**src/design/rth_pkg.sv**
```systemverilog
`timescale 1ns / 1ps

package rth_pkg;

	// Field widths.
	localparam int ChanW   = 8;
	localparam int HueW    = 9;
	localparam int SatW    = 8;

	// Hue offset quotient never exceeds 60; saturation quotient never exceeds 255.
	localparam int HueQuoW = 6;
	localparam int SatQuoW = 8;

	// 120 * mag + spread fits 15 bits; 510 * spread + max fits 17 bits.
	localparam int HueNumW = 15;
	localparam int SatNumW = 17;
	localparam int DenW    = ChanW + 1;

	// One quotient bit per divider stage, sized for the wider quotient.
	localparam int DivStages = SatQuoW;

	// Sum of base angle and signed offset before the wrap, 60..420.
	localparam int HueSumW = 10;

	localparam int HueFull    = 360;
	localparam int HueGreen   = 120;
	localparam int HueBlue    = 240;
	localparam int HueSector  = 120;
	localparam int SatScale2  = 510;

	// Which channel is the largest; picks the base angle.
	typedef enum logic [1:0] {
		SECT_RED,
		SECT_GREEN,
		SECT_BLUE
	} rth_sector_t;

	// Everything one pixel carries through the divider stages.
	typedef struct packed {
		logic [HueNumW-1:0] hue_rem;
		logic [DenW-1:0]    hue_den;
		logic [HueQuoW-1:0] hue_quo;
		logic [SatNumW-1:0] sat_rem;
		logic [DenW-1:0]    sat_den;
		logic [SatQuoW-1:0] sat_quo;
		logic               grey;
		logic               black;
		rth_sector_t        sector;
		logic               neg;
		logic [ChanW-1:0]   value;
	} rth_div_t;

endpackage

```
**src/design/rth_divider.sv**
```systemverilog
`timescale 1ns / 1ps

module rth_divider (
	input  logic            clk,
	input  logic            arst_n,
	input  logic            in_valid,
	output logic            in_ready,
	input  rth_pkg::rth_div_t in_data,
	output logic            out_valid,
	input  logic            out_ready,
	output rth_pkg::rth_div_t out_data
);
	import rth_pkg::*;

	// Restoring division, one quotient bit per stage, most significant first.
	// Both the hue and the saturation divisions advance in lockstep.
	logic [DivStages:0]     stage_ready;
	logic [DivStages:0]     stage_valid;
	rth_div_t               stage_in [DivStages+1];
	rth_div_t               stage_next [DivStages];
	logic [DivStages-1:0]   div_valid_s;
	rth_div_t               div_data_s [DivStages];

	assign stage_valid[0]         = in_valid;
	assign stage_in[0]            = in_data;
	assign stage_ready[DivStages] = out_ready;
	assign in_ready               = stage_ready[0];
	assign out_valid              = stage_valid[DivStages];
	assign out_data               = stage_in[DivStages];

	for (genvar k = 0; k < DivStages; k++) begin : g_stage
		localparam int Bit = DivStages - 1 - k;

		logic [HueNumW+DivStages-1:0] hue_trial;
		logic [SatNumW+DivStages-1:0] sat_trial;

		assign hue_trial = (HueNumW+DivStages)'(stage_in[k].hue_den) << Bit;
		assign sat_trial = (SatNumW+DivStages)'(stage_in[k].sat_den) << Bit;

		always_comb begin
			stage_next[k] = stage_in[k];
			if ((HueNumW+DivStages)'(stage_in[k].hue_rem) >= hue_trial) begin
				stage_next[k].hue_rem = stage_in[k].hue_rem - hue_trial[HueNumW-1:0];
				stage_next[k].hue_quo = stage_in[k].hue_quo | (HueQuoW'(1) << Bit);
			end
			if ((SatNumW+DivStages)'(stage_in[k].sat_rem) >= sat_trial) begin
				stage_next[k].sat_rem = stage_in[k].sat_rem - sat_trial[SatNumW-1:0];
				stage_next[k].sat_quo = stage_in[k].sat_quo | (SatQuoW'(1) << Bit);
			end
		end

		assign stage_ready[k]    = !div_valid_s[k] || stage_ready[k+1];
		assign stage_valid[k+1]  = div_valid_s[k];
		assign stage_in[k+1]     = div_data_s[k];

		always_ff @(posedge clk or negedge arst_n) begin
			if (!arst_n) begin
				div_valid_s[k] <= 1'b0;
			end else if (stage_ready[k]) begin
				div_valid_s[k] <= stage_valid[k];
			end
		end

		always_ff @(posedge clk) begin
			if (stage_ready[k] && stage_valid[k]) begin
				div_data_s[k] <= stage_next[k];
			end
		end
	end

endmodule

```
**src/design/rgb_to_hsv_pixel_unit.sv**
```systemverilog
`timescale 1ns / 1ps

// RGB to HSV pixel converter.
//
// Input channel (pix_valid / pix_stall) carries one pixel per beat as 8-bit
// red_in, green_in and blue_in. Output channel (hsv_valid / hsv_stall) carries
// one result per beat: hue_deg in whole degrees 0..359, saturation_out 0..255
// and value_out, the largest channel. Every pixel gives exactly one result.
//
// The datapath is an 11-stage pipeline: channel compare, numerator products,
// eight stages of restoring division (one quotient bit each) and the hue wrap.
// A new pixel can be taken every cycle while pix_stall is low, so the
// throughput is one pixel per clock.
//
// When the receiver stalls, the stalled beat holds and the stages behind it
// keep filling; empty stages close up, so pix_stall only rises once every
// stage holds a pixel. No beat is dropped or repeated across a stall.
//
// Reset clears every valid bit; no result is presented until a pixel enters.
// There is no configuration and no state carried from one pixel to the next.
module rgb_to_hsv_pixel_unit (
	input  logic                        clk,
	input  logic                        arst_n,
	input  logic                        pix_valid,
	output logic                        pix_stall,
	input  logic [rth_pkg::ChanW-1:0]   red_in,
	input  logic [rth_pkg::ChanW-1:0]   green_in,
	input  logic [rth_pkg::ChanW-1:0]   blue_in,
	output logic                        hsv_valid,
	input  logic                        hsv_stall,
	output logic [rth_pkg::HueW-1:0]    hue_deg,
	output logic [rth_pkg::SatW-1:0]    saturation_out,
	output logic [rth_pkg::ChanW-1:0]   value_out
);
	import rth_pkg::*;

	// Stage 1: find the largest and smallest channel and the hue sector.
	logic [ChanW-1:0]  max_c;
	logic [ChanW-1:0]  min_c;
	logic [ChanW-1:0]  hi_c;
	logic [ChanW-1:0]  lo_c;
	rth_sector_t       sector_c;

	always_comb begin
		// Ties go to red first, then green.
		if (red_in >= green_in && red_in >= blue_in) begin
			sector_c = SECT_RED;
			max_c    = red_in;
			hi_c     = green_in;
			lo_c     = blue_in;
		end else if (green_in >= blue_in) begin
			sector_c = SECT_GREEN;
			max_c    = green_in;
			hi_c     = blue_in;
			lo_c     = red_in;
		end else begin
			sector_c = SECT_BLUE;
			max_c    = blue_in;
			hi_c     = red_in;
			lo_c     = green_in;
		end
		min_c = red_in;
		if (green_in < min_c) begin
			min_c = green_in;
		end
		if (blue_in < min_c) begin
			min_c = blue_in;
		end
	end

	logic              valid_s1;
	logic              ready_s1;
	logic [ChanW-1:0]  value_s1;
	logic [ChanW-1:0]  spread_s1;
	logic [ChanW-1:0]  mag_s1;
	logic              neg_s1;
	rth_sector_t       sector_s1;

	logic              valid_s2;
	logic              ready_s2;
	rth_div_t          data_s2;

	assign ready_s1  = !valid_s1 || ready_s2;
	assign pix_stall = !ready_s1;

	always_ff @(posedge clk or negedge arst_n) begin
		if (!arst_n) begin
			valid_s1 <= 1'b0;
		end else if (ready_s1) begin
			valid_s1 <= pix_valid;
		end
	end

	always_ff @(posedge clk) begin
		if (ready_s1 && pix_valid) begin
			value_s1  <= max_c;
			spread_s1 <= max_c - min_c;
			mag_s1    <= (hi_c >= lo_c) ? (hi_c - lo_c) : (lo_c - hi_c);
			neg_s1    <= hi_c < lo_c;
			sector_s1 <= sector_c;
		end
	end

	// Stage 2: form the rounded-division numerators and divisors.
	//   hue offset = (120 * mag + spread) / (2 * spread)
	//   saturation = (510 * spread + max) / (2 * max)
	// Adding half the divisor before a floor division rounds half up.
	rth_div_t div_in_c;
	logic     div_in_ready;

	always_comb begin
		div_in_c.hue_rem = HueNumW'(HueSector) * HueNumW'(mag_s1) + HueNumW'(spread_s1);
		div_in_c.hue_den = {spread_s1, 1'b0};
		div_in_c.hue_quo = '0;
		div_in_c.sat_rem = SatNumW'(SatScale2) * SatNumW'(spread_s1) + SatNumW'(value_s1);
		div_in_c.sat_den = {value_s1, 1'b0};
		div_in_c.sat_quo = '0;
		div_in_c.grey    = spread_s1 == '0;
		div_in_c.black   = value_s1 == '0;
		div_in_c.sector  = sector_s1;
		div_in_c.neg     = neg_s1;
		div_in_c.value   = value_s1;
	end

	assign ready_s2 = !valid_s2 || div_in_ready;

	always_ff @(posedge clk or negedge arst_n) begin
		if (!arst_n) begin
			valid_s2 <= 1'b0;
		end else if (ready_s2) begin
			valid_s2 <= valid_s1;
		end
	end

	always_ff @(posedge clk) begin
		if (ready_s2 && valid_s1) begin
			data_s2 <= div_in_c;
		end
	end

	// Stages 3 to 10: both divisions, one quotient bit per stage.
	logic     div_out_valid;
	rth_div_t div_out_data;
	logic     ready_s11;

	rth_divider u_divider (
		.clk       (clk),
		.arst_n    (arst_n),
		.in_valid  (valid_s2),
		.in_ready  (div_in_ready),
		.in_data   (data_s2),
		.out_valid (div_out_valid),
		.out_ready (ready_s11),
		.out_data  (div_out_data)
	);

	// Stage 11: add the signed offset to the sector base and wrap at 360.
	// A grey pixel keeps the base, so its divider result is ignored; a black
	// pixel has zero saturation for the same reason.
	logic [HueSumW-1:0] base_c;
	logic [HueSumW-1:0] offset_c;
	logic [HueSumW-1:0] sum_c;
	logic [HueW-1:0]    hue_c;
	logic [SatW-1:0]    sat_c;

	always_comb begin
		case (div_out_data.sector)
			SECT_RED:   base_c = HueSumW'(HueFull);
			SECT_GREEN: base_c = HueSumW'(HueGreen);
			SECT_BLUE:  base_c = HueSumW'(HueBlue);
			default:    base_c = '0;
		endcase
		offset_c = div_out_data.grey ? '0 : HueSumW'(div_out_data.hue_quo);
		sum_c    = div_out_data.neg ? (base_c - offset_c) : (base_c + offset_c);
		if (sum_c >= HueSumW'(HueFull)) begin
			sum_c = sum_c - HueSumW'(HueFull);
		end
		hue_c = sum_c[HueW-1:0];
		sat_c = div_out_data.black ? '0 : div_out_data.sat_quo;
	end

	logic              valid_s11;
	logic [HueW-1:0]   hue_s11;
	logic [SatW-1:0]   sat_s11;
	logic [ChanW-1:0]  value_s11;

	assign ready_s11 = !valid_s11 || !hsv_stall;

	always_ff @(posedge clk or negedge arst_n) begin
		if (!arst_n) begin
			valid_s11 <= 1'b0;
		end else if (ready_s11) begin
			valid_s11 <= div_out_valid;
		end
	end

	always_ff @(posedge clk) begin
		if (ready_s11 && div_out_valid) begin
			hue_s11   <= hue_c;
			sat_s11   <= sat_c;
			value_s11 <= div_out_data.value;
		end
	end

	assign hsv_valid      = valid_s11;
	assign hue_deg        = hue_s11;
	assign saturation_out = sat_s11;
	assign value_out      = value_s11;

	// Zero saturation only comes from a grey pixel, whose hue is always zero.
	a_grey_hue: assert property (@(posedge clk) disable iff (!arst_n)
		hsv_valid && saturation_out == '0 |-> hue_deg == '0)
		else $error("grey pixel produced a nonzero hue");

	// The wrap must keep the hue below a full turn.
	a_hue_range: assert property (@(posedge clk) disable iff (!arst_n)
		hsv_valid |-> hue_deg < HueW'(HueFull))
		else $error("hue out of range");

	// Bubbles close up, so the input only stalls behind a stalled, full output.
	a_stall_full: assert property (@(posedge clk) disable iff (!arst_n)
		pix_stall |-> hsv_valid && hsv_stall && valid_s1 && valid_s2)
		else $error("input stalled while the pipeline had room");

	// An accepted beat always lands in the first stage.
	a_accept_lands: assert property (@(posedge clk) disable iff (!arst_n)
		pix_valid && !pix_stall |=> valid_s1)
		else $error("accepted beat lost at stage one");

endmodule

```
**config.mk**
```make
export PLATFORM = sky130hd
export DESIGN_NAME = rgb_to_hsv_pixel_unit
export DESIGN_NICKNAME = d
export VERILOG_FILES = /design/src/design/rth_pkg.sv /design/src/design/rth_divider.sv /design/src/design/rgb_to_hsv_pixel_unit.sv
export SDC_FILE = /design/constraint.sdc
export NUM_CORES = 1
export LEC_CHECK = 0
export BUFFER_PORTS_ARGS = -buffer_cell sky130_fd_sc_hd__buf_4
export CAP_MARGIN = 20
export CELL_PAD_IN_SITES_DETAIL_PLACEMENT = 1
export CELL_PAD_IN_SITES_GLOBAL_PLACEMENT = 2
export CORE_UTILIZATION = 51
export CTS_BUF_LIST = sky130_fd_sc_hd__clkbuf_4
export CTS_CLUSTER_SIZE = 14
export DETAILED_ROUTE_END_ITERATION = 8
export PLACE_DENSITY = 0.95
export SYNTH_ARGS = -nofsm -noshare
export SYNTH_HDL_FRONTEND = slang
export SYNTH_HIERARCHICAL = 1
export SYNTH_SLANG_ARGS = --single-unit
```
**constraint.sdc**
```tcl
create_clock -name clk -period 11.5 [get_ports clk]
set_input_delay 1.15 -clock clk [delete_from_list [all_inputs] [get_ports clk]]
set_output_delay 1.15 -clock clk [all_outputs]
set_load 0.05 [all_outputs]
```
# [Word-level counts from Yosys, hierarchy flattened]
# Memory sizes are Yosys's and may differ from the RTL's.
# Index checks and enable logic that the tools add are counted.
[totals] register_bits=116 ram_bits=616 inputBits=28 out_inout_bits=27 wordCells=179 mem_count=1
[classes] add_sub_neg=24 mul=2 order_cmp=24 n_eq_ne=2 muxes=60 n_reduce_logical=39
[mem_list] name="u_divider.div_data_s" words=8 word_bits=77 rd=8 rd_ports_with_merged_regs=0 wr=8 line="rth_divider.sv:22" source="rth_div_t div_data_s [DivStages];"
[op_table] op="2-to-1 mux 17 bit" count=8
[op_table] op="2-to-1 mux 15 bit" count=8
[op_table] op="2-to-1 mux 8 bit" count=10
[op_table] op="greater-or-equal comparator 8 bit" count=4
[op_table] op="subtractor 15 bit" count=2
[op_table] op="one-hot mux 9 bit (3 select lines)" count=1
[op_table] op="< comparator 8 bit" count=3
[op_table] op="subtractor 8 bit" count=3
[op_table] op="2-to-1 mux 1 bit" count=18
[op_table] op="2-to-1 mux 6 bit" count=3
[op_table] op="adder 17 x 8 -> 17 bit" count=1
[op_table] op="greater-or-equal comparator 17 x 10 -> 1 bit" count=1
[op_table] op="greater-or-equal comparator 17 x 11 -> 1 bit" count=1
[op_table] op="greater-or-equal comparator 17 x 12 -> 1 bit" count=1
[op_table] op="greater-or-equal comparator 17 x 13 -> 1 bit" count=1
[op_table] op="greater-or-equal comparator 17 x 14 -> 1 bit" count=1
[op_table] op="greater-or-equal comparator 17 x 15 -> 1 bit" count=1
[op_table] op="greater-or-equal comparator 17 x 16 -> 1 bit" count=1
[op_table] op="greater-or-equal comparator 17 x 9 -> 1 bit" count=1
[op_table] op="subtractor 17 x 10 -> 17 bit" count=1
[op_table] op="subtractor 17 x 11 -> 17 bit" count=1
[op_table] op="subtractor 17 x 12 -> 17 bit" count=1
[op_table] op="subtractor 17 x 13 -> 17 bit" count=1
[op_table] op="subtractor 17 x 14 -> 17 bit" count=1
[op_table] op="other kinds (38)" count=77

# [Logic depth before layout (Yosys ltp)]
[depth] word_depth=13 ltp_mapped=24 ltp_nobuf=23

# [Modules after synthesis]
# Netlist, hierarchy kept.
[modules_own_cells] module="rth_divider" instances=1 cells_per_inst=2139 area_per_inst_um2=29116.7 seq_area_each_um2=18697.9
[modules_own_cells] module="rgb_to_hsv_pixel_unit" instances=1 cells_per_inst=885 area_per_inst_um2=9431.5 seq_area_each_um2=3108.0

# [Least setup slack after synthesis]
# OpenSTA, ideal clock, no wires.
[synth_path] path_type="input to register" start="input port hsv_stall" end="memory u_divider/div_data_s[0][231] (netlist bit) (enable)" setup_time_ps=522 arrival_ps=4937 required_time_ps=10978 path_slack_ps=6041 path_stages=5 n_path_buf=0 cell_sequence="nand2_1 -> nor2b_1 -> nand3_1 -> nor2_1 -> nor2b_1"
[synth_rtl] element="start, declared" line="rgb_to_hsv_pixel_unit.sv:30" source="input logic hsv_stall,"
[synth_rtl] element="end, declared" line="rth_divider.sv:22"

==> impl_metrics.env <==
export IMPL_outcome="completed"
export IMPL_cts_made_buffers=165
export IMPL_cp_required_ps=12180
export IMPL_avgSynthCellArea_sq_um=12.8
export IMPL_use_met1_pct=25.2
export IMPL_hp_class="reg -> reg"
export IMPL_layout_common_cells="edfxtp_1, inv_1, ha_1"
export IMPL_clk_latency_ps=1010
export IMPL_wl_um=81400
export IMPL_cp_max_fo=7
export IMPL_fin_crit_sh_pct=50.9
export IMPL_gr_max_usage_layer="met2"
export IMPL_cts_root_buf="clkbuf_4"
export IMPL_worst_pin_slew_ps=1100
export IMPL_antenna_left=0
export IMPL_pin_count=55
export IMPL_cts_max_level=4
export IMPL_fillers=6972
export IMPL_clkSinkCount=678
export IMPL_finalSetupTns_ps=0
export IMPL_clkSlewWorstSetupHoldPaths_ps=100
export IMPL_fin_nets=3358
export IMPL_wl_per_cell_um=20.1
export IMPL_io_buffers=54
export IMPL_grt_overflow=0
export IMPL_track_usage_pct=23.3
export IMPL_final_common_cell="edfxtp_1"
export IMPL_grt_max_degree=78
export IMPL_dieWidth_um=267
export IMPL_critPathArrivalTime_ps=6530
export IMPL_drtIter0Drc=1174
export IMPL_routabilityCongestion=0.909
export IMPL_cts_tree="done"
export IMPL_drive_gt1_share_pct=13.9
export IMPL_vias=22400
export IMPL_setup_viol=0
export IMPL_drc=0
export IMPL_die_h_um=267
export IMPL_final_max_slew_viol_count=0
export IMPL_met2_usage_pct=43.7
export IMPL_first_pass_iters=5
export IMPL_synthesis_area_sq_um=35900
export IMPL_syn_inst=2806
export IMPL_initial_utilization_pct=52.0
export IMPL_worst_setup_path_start_kind="register"
export IMPL_rsz0062_at_grt="false"
export IMPL_synth_warnings=6
export IMPL_finalHoldViolations=0
export IMPL_max_freq_ghz=0.171
export IMPL_grt_pass1_vias=24800
export IMPL_syn_to_final_growth_pct=9.68
export IMPL_criticalPathCategory="reg -> reg"
export IMPL_dp_hpwl_um=59300
export IMPL_grtUsageMet3_pct=4.34
export IMPL_vias_per_cell=5.55
export IMPL_clock_path_buffers=3
export IMPL_worstSetupEndpointType="register"
export IMPL_row_count=96
export IMPL_finClkSkew_ps=74.9
export IMPL_layout_min_cycle_time_ps=5850
export IMPL_max_cap_violations=0
export IMPL_slew_headroom_pct=26.3
export IMPL_dieArea_sq_um=71500
export IMPL_core_area_sq_um=69100
export IMPL_grt_pass1_wl_um=130000
export IMPL_grt_antenna_before_repair=2
-- sequential cells by signal (all words and copies together), names as in the netlist, 2 cells and up --
name and count:
spread_s1 8, data_s2 49, u_divider/div_data_s 566, value_s1 8, u_divider/div_valid_s 7, sector_s1 2, saturation_out 8, hue_deg 9
value_out 8, mag_s1 8
-- metal layers --
layer | vias up | wire length [um]
li1 | 10700 | -
met1 | 11100 | 32000
met2 | 502 | 43800
met3 | 165 | 2920
met4 | 0 | 2720
met5 | - | 0
-- worst paths after layout --
check	from	to	slack, ps	cells after the start
min in group asynchronous	arst_n	u_divider/div_valid_s[5]	600	2
worst max register to register	spread_s1[5]	data_s2[46]	5650	16
max in group asynchronous	arst_n	u_divider/out_valid	10650	2
worst min register to register	u_divider/div_data_s[0][202]	u_divider/div_data_s[0][279]	370	0
worst min-delay path	u_divider/div_data_s[0][202]	u_divider/div_data_s[0][279]	370	0
worst max-delay path	spread_s1[5]	data_s2[46]	5650	16
-- stage by stage --
stage	utilization (%)	cells	setup WS (ps)	hold WS, ps	area [sq um]
after CTS	57.0	4039	5610	272	39300
after global routing	57.0	4042	5430	317	39400
final	57.0	4042	5650	369	39400
after global placement	54.0	3761	5460	400	37300
after floorplan	-	2823	6040	400	36000
after detailed placement	54.0	3761	5200	406	37300
-- area by class of cell --
class                      instances  area, sq um  area share [%]
antenna                            2         5.00          0.0127
timing repair buffer              69          541            1.37
sequential                       678        20300            51.6
inverter                         293         1100            2.79
clock inverter                    48          292           0.740
clock buffer                     229         1720            4.37
multi-input combinational       1792        14200            36.2
tap                              931         1160            2.96
-- repair_timing --
item	CTS	global route
endpoints found under the hold margin	11	0
hold buffers	1	0
resized for setup	0	0
setup buffers	0	0
-- critical path, cell delays in order, from the launching register on --
cell	delay (ps)
edfxtp_1	640
fa_1	780
inv_1	170
fa_1	560
inv_1	70
fa_1	540
inv_1	60
fa_1	510
inv_1	50
ha_1	250
or3_4	420
a2111oi_2	280
nor3_1	130
xnor2_1	400
nand3_1	210
nor4_1	380
xnor2_1	110
Power is not shown: default switching activity piles up to over one toggle a cycle in this logic, so the estimate is an artifact.
